$ cat src/pbw_pkg.sv
// ----------------------------------------------------------------------------
// pbw_pkg
// Types and fixed constants of the periodic boundary wrap unit.
// ----------------------------------------------------------------------------
package pbw_pkg;

    // Configuration register indexes.
    localparam int CFG_IDX_W  = 3;
    localparam int CFG_DATA_W = 64;
    localparam logic [CFG_IDX_W-1:0] REG_BOX_X  = 3'd0;
    localparam logic [CFG_IDX_W-1:0] REG_BOX_Y  = 3'd1;
    localparam logic [CFG_IDX_W-1:0] REG_BOX_Z  = 3'd2;
    localparam logic [CFG_IDX_W-1:0] REG_RATE_A = 3'd3;  // xx low, yy high
    localparam logic [CFG_IDX_W-1:0] REG_RATE_B = 3'd4;  // zz low, yz high
    localparam logic [CFG_IDX_W-1:0] REG_RATE_C = 3'd5;  // xz low, xy high
    localparam logic [CFG_IDX_W-1:0] REG_CTRL   = 3'd6;

    // Fields of the control register.
    localparam int CTRL_REMAP_BIT = 3;
    localparam int CTRL_MASK_LSB  = 4;

    // Item layout.
    localparam int FIELD_W     = 32;
    localparam int HALF_LSB    = 32;
    localparam int IMG_FLAGS_W = 30;
    localparam int GMASK_W     = 32;
    localparam int POS_LSB     = 0;
    localparam int VEL_LSB     = 3 * FIELD_W;
    localparam int IMG_LSB     = 6 * FIELD_W;
    localparam int GMASK_LSB   = IMG_LSB + IMG_FLAGS_W;
    localparam int S_TDATA_W   = 256;
    localparam int M_TDATA_W   = 224;

    // Which way one dimension wrapped for the current item.
    typedef struct packed {
        logic lower;
        logic upper;
    } dim_flags_t;

endpackage

$ cat src/pbw_dim.sv
// ----------------------------------------------------------------------------
// pbw_dim
// When enabled, wraps one coordinate by one period toward the box [lo, hi) and reports which edges it crossed.
// ----------------------------------------------------------------------------
module pbw_dim import pbw_pkg::*; #(
    parameter int COORD_BITS = 32
) (
    input  logic                         en,
    input  logic signed [COORD_BITS-1:0] pos_in,
    input  logic signed [COORD_BITS-1:0] lo,
    input  logic signed [COORD_BITS-1:0] hi,
    input  logic signed [COORD_BITS:0]   period,
    output logic signed [COORD_BITS-1:0] pos_out,
    output dim_flags_t                   flags
);

    localparam int SW = COORD_BITS + 2;

    logic signed [SW-1:0]         sum_lo;
    logic signed [SW-1:0]         sum_hi;
    logic signed [COORD_BITS-1:0] pos_mid;
    logic signed [COORD_BITS-1:0] pos_up;
    logic                         lower;
    logic                         upper;

    // Saturate an exact sum to the signed coordinate range.
    function automatic logic [COORD_BITS-1:0] sat(input logic [SW-1:0] v);
        logic [COORD_BITS-1:0] r;
        if ((&v[SW-1:COORD_BITS-1]) || !(|v[SW-1:COORD_BITS-1])) begin
            r = v[COORD_BITS-1:0];
        end else if (v[SW-1]) begin
            r = {1'b1, {(COORD_BITS-1){1'b0}}};
        end else begin
            r = {1'b0, {(COORD_BITS-1){1'b1}}};
        end
        return r;
    endfunction

    always_comb begin
        sum_lo  = SW'(pos_in) + SW'(period);
        lower   = en && (pos_in < lo);
        pos_mid = lower ? sat(sum_lo) : pos_in;
        // The upper test sees the position after any lower wrap.
        upper   = en && (pos_mid >= hi);
        sum_hi  = SW'(pos_mid) - SW'(period);
        pos_up  = sat(sum_hi);
        if (upper) begin
            pos_out = (pos_up < lo) ? lo : pos_up;
        end else begin
            pos_out = pos_mid;
        end
        flags.lower = lower;
        flags.upper = upper;
    end

endmodule

$ cat src/periodic_boundary_wrap_unit.sv
// ----------------------------------------------------------------------------
// periodic_boundary_wrap_unit
// Wraps atoms into an orthogonal periodic box, updating image counters and
// remapping velocities of atoms in the deform group.
// ----------------------------------------------------------------------------
//  Channel  | Ports               | Contents
//  ---------+---------------------+-------------------------------------------
//  input    | s_tvalid/tready/... | one atom: position, velocity, images, mask
//  result   | m_tvalid/tready/... | wrapped position, velocity and images
//  config   | cfg_wr_*            | box bounds, edge rates, control
//
// One item is accepted per cycle while the result side is not stalled. Each item
// is held in the input register and then in the result register; the wrap and
// remap logic sits between the two.
// A stalled result holds the result register; the input register still takes
// one item while it is empty and then holds it until the result side frees up.
// Reset is synchronous and clears the configuration registers and the valid flags; the data registers are not reset.
// ----------------------------------------------------------------------------
module periodic_boundary_wrap_unit import pbw_pkg::*; #(
    parameter int IMAGE_BITS = 10,
    parameter int COORD_BITS = 32
) (
    input  logic                  aclk,
    input  logic                  aresetn,
    // s_tdata: in_pos_x, in_pos_y, in_pos_z, in_vel_x, in_vel_y, in_vel_z,
    //          in_image_flags, atom_group_mask, zero fill
    input  logic                  s_tvalid,
    output logic                  s_tready,
    input  logic [S_TDATA_W-1:0]  s_tdata,
    // m_tdata: out_pos_x, out_pos_y, out_pos_z, out_vel_x, out_vel_y,
    //          out_vel_z, out_image_flags, zero fill
    output logic                  m_tvalid,
    input  logic                  m_tready,
    output logic [M_TDATA_W-1:0]  m_tdata,
    input  logic                  cfg_wr_en,
    input  logic [CFG_IDX_W-1:0]  cfg_wr_index,
    input  logic [CFG_DATA_W-1:0] cfg_wr_data
);

    localparam int CB    = COORD_BITS;
    localparam int IMG_W = 3 * IMAGE_BITS + IMG_FLAGS_W;

    // Configuration.
    logic signed [CB-1:0] box_lo_reg [3];
    logic signed [CB-1:0] box_hi_reg [3];
    logic signed [CB:0]   period_reg [3];
    logic [CB-1:0]        rate_xx_reg, rate_yy_reg, rate_zz_reg;
    logic [CB-1:0]        rate_yz_reg, rate_xz_reg, rate_xy_reg;
    logic [2:0]           periodic_reg;
    logic                 remap_en_reg;
    logic [GMASK_W-1:0]   deform_mask_reg;

    // Pipeline.
    logic                 in_valid_reg;
    logic [S_TDATA_W-1:0] in_data_reg;
    logic                 out_valid_reg;
    logic [M_TDATA_W-1:0] out_data_reg;
    logic                 advance;

    // Datapath.
    logic signed [CB-1:0] pos_in  [3];
    logic signed [CB-1:0] pos_new [3];
    logic [CB-1:0]        vel_in  [3];
    logic [CB-1:0]        vel_new [3];
    dim_flags_t           flags   [3];
    dim_flags_t           vflags  [3];
    logic                 remap;
    logic [IMG_W-1:0]     img_ext;
    logic [IMG_W-1:0]     img_new;
    logic [M_TDATA_W-1:0] result_data;

    // Net rate for one wrap: added on a lower wrap, subtracted on an upper one.
    function automatic logic [CB-1:0] rate_term(input dim_flags_t f,
                                                input logic [CB-1:0] r);
        logic [CB-1:0] t;
        t = '0;
        if (f.lower && !f.upper) begin
            t = r;
        end else if (f.upper && !f.lower) begin
            t = '0 - r;
        end
        return t;
    endfunction

    // ------------------------------------------------------------------------
    // Configuration registers
    // ------------------------------------------------------------------------
    for (genvar d = 0; d < 3; d++) begin : g_box
        always_ff @(posedge aclk) begin
            if (!aresetn) begin
                box_lo_reg[d] <= '0;
                box_hi_reg[d] <= '0;
                period_reg[d] <= '0;
            end else if (cfg_wr_en && cfg_wr_index == REG_BOX_X + CFG_IDX_W'(d)) begin
                box_lo_reg[d] <= cfg_wr_data[CB-1:0];
                box_hi_reg[d] <= cfg_wr_data[HALF_LSB +: CB];
                // The period is formed from the write data so it is ready at once.
                period_reg[d] <= (CB+1)'($signed(cfg_wr_data[HALF_LSB +: CB]))
                               - (CB+1)'($signed(cfg_wr_data[CB-1:0]));
            end
        end
    end

    always_ff @(posedge aclk) begin
        if (!aresetn) begin
            rate_xx_reg     <= '0;
            rate_yy_reg     <= '0;
            rate_zz_reg     <= '0;
            rate_yz_reg     <= '0;
            rate_xz_reg     <= '0;
            rate_xy_reg     <= '0;
            periodic_reg    <= '0;
            remap_en_reg    <= 1'b0;
            deform_mask_reg <= '0;
        end else if (cfg_wr_en) begin
            case (cfg_wr_index)
                REG_RATE_A: begin
                    rate_xx_reg <= cfg_wr_data[CB-1:0];
                    rate_yy_reg <= cfg_wr_data[HALF_LSB +: CB];
                end
                REG_RATE_B: begin
                    rate_zz_reg <= cfg_wr_data[CB-1:0];
                    rate_yz_reg <= cfg_wr_data[HALF_LSB +: CB];
                end
                REG_RATE_C: begin
                    rate_xz_reg <= cfg_wr_data[CB-1:0];
                    rate_xy_reg <= cfg_wr_data[HALF_LSB +: CB];
                end
                REG_CTRL: begin
                    periodic_reg    <= cfg_wr_data[2:0];
                    remap_en_reg    <= cfg_wr_data[CTRL_REMAP_BIT];
                    deform_mask_reg <= cfg_wr_data[CTRL_MASK_LSB +: GMASK_W];
                end
                default: begin
                end
            endcase
        end
    end

    // ------------------------------------------------------------------------
    // Handshake and pipeline registers
    // ------------------------------------------------------------------------
    assign advance  = !out_valid_reg || m_tready;
    assign s_tready = !in_valid_reg || advance;
    assign m_tvalid = out_valid_reg;
    assign m_tdata  = out_data_reg;

    always_ff @(posedge aclk) begin
        if (!aresetn) begin
            in_valid_reg  <= 1'b0;
            out_valid_reg <= 1'b0;
        end else begin
            if (s_tready) begin
                in_valid_reg <= s_tvalid;
            end
            if (advance) begin
                out_valid_reg <= in_valid_reg;
            end
        end
    end

    always_ff @(posedge aclk) begin
        if (s_tvalid && s_tready) begin
            in_data_reg <= s_tdata;
        end
        if (advance && in_valid_reg) begin
            out_data_reg <= result_data;
        end
    end

    // ------------------------------------------------------------------------
    // Wrap datapath
    // ------------------------------------------------------------------------
    for (genvar d = 0; d < 3; d++) begin : g_dim
        assign pos_in[d] = in_data_reg[POS_LSB + d*FIELD_W +: CB];
        assign vel_in[d] = in_data_reg[VEL_LSB + d*FIELD_W +: CB];

        pbw_dim #(
            .COORD_BITS(COORD_BITS)
        ) u_dim (
            .en      (periodic_reg[d]),
            .pos_in  (pos_in[d]),
            .lo      (box_lo_reg[d]),
            .hi      (box_hi_reg[d]),
            .period  (period_reg[d]),
            .pos_out (pos_new[d]),
            .flags   (flags[d])
        );

        assign vflags[d] = remap ? flags[d] : '0;
    end

    assign remap = remap_en_reg
                && (|(deform_mask_reg & in_data_reg[GMASK_LSB +: GMASK_W]));

    // Each wrap is independent per dimension, so the velocity changes add up.
    assign vel_new[0] = vel_in[0] + rate_term(vflags[0], rate_xx_reg)
                                  + rate_term(vflags[1], rate_xy_reg)
                                  + rate_term(vflags[2], rate_xz_reg);
    assign vel_new[1] = vel_in[1] + rate_term(vflags[1], rate_yy_reg)
                                  + rate_term(vflags[2], rate_yz_reg);
    assign vel_new[2] = vel_in[2] + rate_term(vflags[2], rate_zz_reg);

    // Counters above the 30-bit field are computed and then dropped.
    always_comb begin
        img_ext = IMG_W'(in_data_reg[IMG_LSB +: IMG_FLAGS_W]);
        img_new = img_ext;
        for (int d = 0; d < 3; d++) begin
            if (flags[d].lower && !flags[d].upper) begin
                img_new[d*IMAGE_BITS +: IMAGE_BITS] =
                    img_ext[d*IMAGE_BITS +: IMAGE_BITS] - IMAGE_BITS'(1);
            end else if (flags[d].upper && !flags[d].lower) begin
                img_new[d*IMAGE_BITS +: IMAGE_BITS] =
                    img_ext[d*IMAGE_BITS +: IMAGE_BITS] + IMAGE_BITS'(1);
            end
        end
    end

    always_comb begin
        result_data = '0;
        for (int d = 0; d < 3; d++) begin
            result_data[POS_LSB + d*FIELD_W +: FIELD_W] = FIELD_W'(pos_new[d]);
            result_data[VEL_LSB + d*FIELD_W +: FIELD_W] =
                FIELD_W'($signed(vel_new[d]));
        end
        result_data[IMG_LSB +: IMG_FLAGS_W] = img_new[IMG_FLAGS_W-1:0];
    end

endmodule

$ cat config.mk
export PLATFORM = sky130hd
export DESIGN_NAME = periodic_boundary_wrap_unit
export DESIGN_NICKNAME = d
export VERILOG_FILES = /design/src/pbw_pkg.sv /design/src/pbw_dim.sv /design/src/periodic_boundary_wrap_unit.sv
export SDC_FILE = /design/constraint.sdc
export NUM_CORES = 2
export LEC_CHECK = 0
export BUFFER_PORTS_ARGS = -buffer_cell sky130_fd_sc_hd__buf_2
export CAP_MARGIN = 5
export CORE_UTILIZATION = 40
export CTS_CLUSTER_DIAMETER = 30
export DETAILED_ROUTE_END_ITERATION = 7
export GPL_ROUTABILITY_DRIVEN = 1
export PLACE_DENSITY_LB_ADDON = 0.1
export SLEW_MARGIN = 10
export SYNTH_ARGS = -nofsm -noshare
export SYNTH_HDL_FRONTEND = slang
export SYNTH_HIERARCHICAL = 1
export SYNTH_SLANG_ARGS = --single-unit
$ cat constraint.sdc
create_clock -name aclk -period 18.5 [get_ports aclk]
set_input_delay 3.7 -clock aclk [delete_from_list [all_inputs] [get_ports aclk]]
set_output_delay 3.7 -clock aclk [all_outputs]
set_load 0.01 [all_outputs]
# Word-level counts from Yosys, hierarchy flattened
# Memory sizes are Yosys's and may differ from the RTL's.
# Cells that the tools add are included.
dict set report word_totals {
  reg_bits 706
  mem_bits_rw 291
  input_bits 328
  elab_cells 197
  n_memories 3
}
# name words word_bits read_ports rd_clocked_by_memory_dff write_ports line_no
set memory_table {}
lappend memory_table {period_reg 3 33 3 0 3 periodic_boundary_wrap_unit.sv:46} ;# logic signed [CB:0] period_reg [3];
lappend memory_table {box_hi_reg 3 32 3 0 3 periodic_boundary_wrap_unit.sv:45} ;# logic signed [CB-1:0] box_hi_reg [3];
lappend memory_table {box_lo_reg 3 32 3 0 3 periodic_boundary_wrap_unit.sv:44} ;# logic signed [CB-1:0] box_lo_reg [3];
dict set report classes {
  add_sub_neg 25
  n_lt_le_gt_ge 9
  n_eq_ne 6
  n_mux 61
  bitwise_logic 10
  n_reduce_logical 70
}
# operator n
set ops {}
lappend ops {{$mux 32} 39}
lappend ops {{$add 32x32->32} 6}
lappend ops {{$lt 32x32->1} 6}
lappend ops {{$sub 1x32->32 const A} 6}
lappend ops {{$add 32x33->34} 3}
lappend ops {{$sub 32x33->34} 3}
lappend ops {{$mux 33} 3}
lappend ops {{$ge 32x32->1} 3}
lappend ops {{$mux 10} 6}
lappend ops {{$sub 32x32->33} 1}
lappend ops {{$and 32x32->32} 1}
lappend ops {{$reduce_or 32->1} 1}
lappend ops {{$add 10x1->10 const B} 3}
lappend ops {{$sub 10x1->10 const B} 3}
lappend ops {{$logic_and 1x1->1} 24}
lappend ops {{$logic_not 1->1} 20}
lappend ops {{$reduce_and 3->1} 6}
lappend ops {{$reduce_or 3->1} 6}
lappend ops {{$mux 1} 10}
lappend ops {{$eq 3x3->1 const B} 3}
lappend ops {{$or 1x1->1} 9}
lappend ops {{$logic_or 1x1->1} 8}
lappend ops {{$reduce_and 2->1} 4}
lappend ops {{$eq 3x2->1 const B} 2}
lappend ops {{3 further kinds} 5}

# Logic depth before layout (Yosys ltp)
# An unclocked memory read counts as a cell.
dict set report logic_depth {
  word_depth 17
  ltp_mapped 50
  depth_no_buf 45
}

# Hierarchy
# The synthesis kept the hierarchy.
# module instances cells_per_inst area_per_inst_um2 seq_area_each_um2
set by_module_without_submodules {}
lappend by_module_without_submodules {periodic_boundary_wrap_unit 1 4252 46993.8 27636.5}
lappend by_module_without_submodules {{pbw_dim at g_dim[2].u_dim} 1 1005 7408.4 0.0}
lappend by_module_without_submodules {{pbw_dim at g_dim[0].u_dim} 1 1094 7384.6 0.0}
lappend by_module_without_submodules {{pbw_dim at g_dim[1].u_dim} 1 1000 7258.2 0.0}

# Least setup slack after synthesis
# OpenSTA, ideal clock, no wires.
dict set report synth_path {
  path_type {input to register}
  from {input m_tready}
  to {register out_data_reg[0] (netlist: m_tdata[0]) (enable)}
  t_arrival_ps 13573
  required_time_ps 17665
  path_slack_ps 4092
  cell_stages 2
  cell_sequence {nor2b_1 nor2b_1}
}
dict set report synth_via {
  elab_chain_cells 2
}
# item line_no
set synth_lines {}
lappend synth_lines {{start, declared} periodic_boundary_wrap_unit.sv:33} ;# input logic m_tready,
lappend synth_lines {{$logic_or 1x1->1} periodic_boundary_wrap_unit.sv:143} ;# assign advance = !out_valid_reg || m_tready;
lappend synth_lines {{$logic_and 1x1->1} periodic_boundary_wrap_unit.sv:166} ;# if (advance && in_valid_reg) begin
lappend synth_lines {{end signal, assigned} periodic_boundary_wrap_unit.sv:167} ;# out_data_reg <= result_data;
lappend synth_lines {{end, declared} periodic_boundary_wrap_unit.sv:57} ;# logic [M_TDATA_W-1:0] out_data_reg;
# Every way passes these cells.
# A chain may end at the register's enable or synchronous reset.

==> impl_metrics.csv <==
group,metric,value,unit
placement,pre_cts_ws,6.19,ns
final_layout,stdcell_area,0.0842,mm^2
synthesis,synth_area_per_cell,9.39,um^2
synthesis,ys_ff_latch,997,
synthesis,synth_area_leaders,"edfxtp_1, ha_1, dfxtp_1, a21oi_1, nand2_1",
run,maxCapViolations,0,
timing,timing.fmax,80.3,MHz
clock_network,clk_latency,0.93,ns
placement,dp_hpwl,196000,um
global_route,globalRouteOverflowTotal,0,
timing,finalHoldViolCount,0,
synthesis,synthArstFlopShare,0,%
setup_path,cp_slowest_cell,"nor2b_1",
timing,fin_worst_skew,0.111,ns
synthesis,ys_types,112,
pwr,seqPwrFrac,27.9,%
synthesis,synth_mux_area_share,2.71,%
die,pin_count,554,
setup_path,max_stage_delay,0.59,ns
global_route,grt_max_degree,121,
synthesis,syn_area,0.0690,mm^2
pwr,power_frac_clock,52.7,%
pwr,comb_power_share,19.4,%
synthesis,synth_compound_area_share,17.3,%
setup_path,critPathMaxFanout,29,
synthesis,synthFlopType,"edfxtp_1",
die,die_h,417,um
setup_path,worstSetupStartpointType,"register",
detailed_routing,num_vias,59100,
pwr,p_per_area,112,mW/mm^2
clock_network,post_cts_buffers,0,
placement,gp_congestion,0.942,
final_layout,fillers,16200,
die,die_w,417,um
detailed_routing,wl_per_cell,24.8,um
clock_network,cts_hold_buf,0,
outcome,outcome,"complete, no violations",
synthesis,synth_cells,7351,
timing,rsz0062_at_grt,"false",
die,die-area,0.174,mm^2
synthesis,synthAdderAreaFrac,14.1,%
global_route,antenna_found_initial,43,
timing,slew_headroom,13.9,%
pwr,p_int,6.73,mW
setup_path,worstPathRequired,19.13,ns
final_layout,area_growth,21.9,%
global_route,grt_pass1_vias,56500,
setup_path,crit_arrival,13.07,ns
timing,layout_setup_ws,6.05,ns
pwr,peakVddDrop,0.106,mV
synthesis,synth_edf_count,767,
synthesis,synth_top_family_by_area,"compound AO/OA/AOI/OAI gates",
setup_path,critical_path_class,"reg -> reg",
clock_network,cts.clk_slew.worst_paths,0.04,ns
die,rows,152,
timing,holdWs,0.453,ns
timing,slew_violations,0,
pwr,p_leak,35.8,nW
synthesis,synth-xor-area-share,5.52,%
pwr,swShare,28.8,%
timing,worst_pin_slew,1.28,ns
global_route,grt_usage,29.3,%
synthesis,yosys.area.top_type_share,33.4,%
die,start_util,40.2,%
final_layout,nNetsFinal,9047,
synthesis,yosysTopAreaCell,"edfxtp_1",
clock_network,cts_resized,0,
clock_network,cts.sink_count,997,
detailed_routing,wl,262000,um
detailed_routing,dr.pass1.iters,5,
clock_network,htree_num_levels,5,
detailed_routing,drc,0,
clock_network,cts_buffer_depth,4,
setup_path,rrSetupSlack,6.05,ns
synthesis,synthSimpleGateAreaFrac,15.2,%
timing,period_share,67.3,%
placement,place_area,0.0743,mm^2
timing,min_period,12.45,ns
clock_network,cts_tree,"built",
global_route,grt_pass1_wl,373000,um
detailed_routing,vias_per_cell,5.60,
clock_network,cts-root-buf,"clkbuf_16",
die,fp.coreArea,0.172,mm^2
synthesis,yosysWarningCount,6,
synthesis,ys_seq_area_share,40.0,%
timing,setup_viol,0,
worst_hold_path,hp-class,"reg -> reg",
detailed_routing,ant_nets,0,
clock_network,numCtsBuffers,302,
pwr,switchingPower,2.72,mW
setup_path,end_kind,"register",
final_layout,drive_gt1_share,16.0,%
final_layout,largest_register_ffs,254,
placement,port_buffers,549,
timing,tns,0,ns
detailed_routing,dr.first_iter.drc_count,5494,
## per-layer routing
layer  vias to the layer above  part of all wire [%]  global-route usage [%]
li1                      27900                     -                       -
met1                     28300                    41                    37.0
met2                      2324                    46                    47.5
met3                       619                   6.8                    4.95
met4                        22                   5.8                    16.1
met5                         -                 0.055                       0
## synth_stat cells, drive strengths merged, types with 41 or more instances
cell type	n
nand2	844
edfxtp	767
a21oi	740
inv	631
ha	613
nor2	592
o21ai	343
xnor2	256
dfxtp	230
clkbuf	212
xor2	179
a21o	155
and2	126
nor3	125
mux2	124
fa	102
nand3	91
nand4	85
o21a	74
nor2b	72
nand2b	68
a221o	63
a22oi	59
buf	54
o211ai	53
a211oi	51
o31ai	49
mux2i	47
or3	43
and3	42
a31oi	41
or4	41
## power by group through the flow
stage                     Combinational, mW  Sequential [mW]  Clock [mW]
final                                  1.83             2.64        4.99
after global routing                   2.00             2.65        5.17
after CTS                              1.81             2.64        5.05
after detailed placement               1.80             2.67           0
after global placement                 1.78             2.67           0
after floorplan                        1.22             2.66           0
## kinds of logic (layout without fill, tap and decap cells)
kind of cell,Yosys count,count (layout)
fa+ha+maj,718,718
xor+xnor,435,435
flops,997,997
buf+inv,898,1776
compound gates,1874,1874
other cells,1,16
simple gates,2257,2257
mux,171,171
## cell type report
cell class | instances | area [um^2] | area share, %
multi-input cells | 5457 | 38100 | 45.3
flip-flops and latches | 997 | 27600 | 32.8
clock buffers | 358 | 8080 | 9.60
repair buffers | 614 | 3260 | 3.87
well taps | 2310 | 2890 | 3.43
inverters | 632 | 2380 | 2.82
clock inverters | 172 | 1770 | 2.10
diodes | 14 | 35.0 | 0.0416
## placed cells by master (no fill, tap or decap), drive strengths merged, types with 63 or more instances in the layout
cell    netlist  layout
and2        126     126
clkinv        1     108
nor3        125     125
o21a         74      74
nand3        91      91
a221o        63      63
clkbuf      212     358
nor2        592     592
mux2        124     124
nand2b       68      68
ha          613     613
xor2        179     179
o21ai       343     343
nand4        85      85
nor2b        72      72
nand2       844     844
a21oi       740     740
inv         631     642
edfxtp      767     767
dfxtp       230     230
a21o        155     155
xnor2       256     256
buf          54     614
fa          102     102
## critical path, delay by kind of cell, from the launching register on
family / cells / cell delay, ns
AOI/OAI and AO/OA: 19 / 5.14
and+or+nand+nor: 9 / 2.35
adders and majority gates: 6 / 2.22
buffers and inverters: 5 / 1.71
DFF: 1 / 0.51
xor gates and xnor gates: 1 / 0.10
## through the flow
stage                     cells  power, mW  util [%]
after global placement    10000       4.46      43.3
after global routing      10500       9.81      49.0
after floorplan            7352       3.89         -
after detailed placement  10000       4.47      43.3
final                     10600       9.46      49.1
after CTS                 10500       9.50      49.0
## path summary, 6_finish.rpt
check / from / end / depth (start not counted)
setup reg to reg: in_data_reg[32] / m_tdata[117] / 40
setup / recovery: in_data_reg[32] / m_tdata[117] / 40
hold / removal: deform_mask_reg[20] / deform_mask_reg[20] / 2
hold reg to reg: deform_mask_reg[20] / deform_mask_reg[20] / 2
No activity file was read; power rests on OpenSTA's default activity.
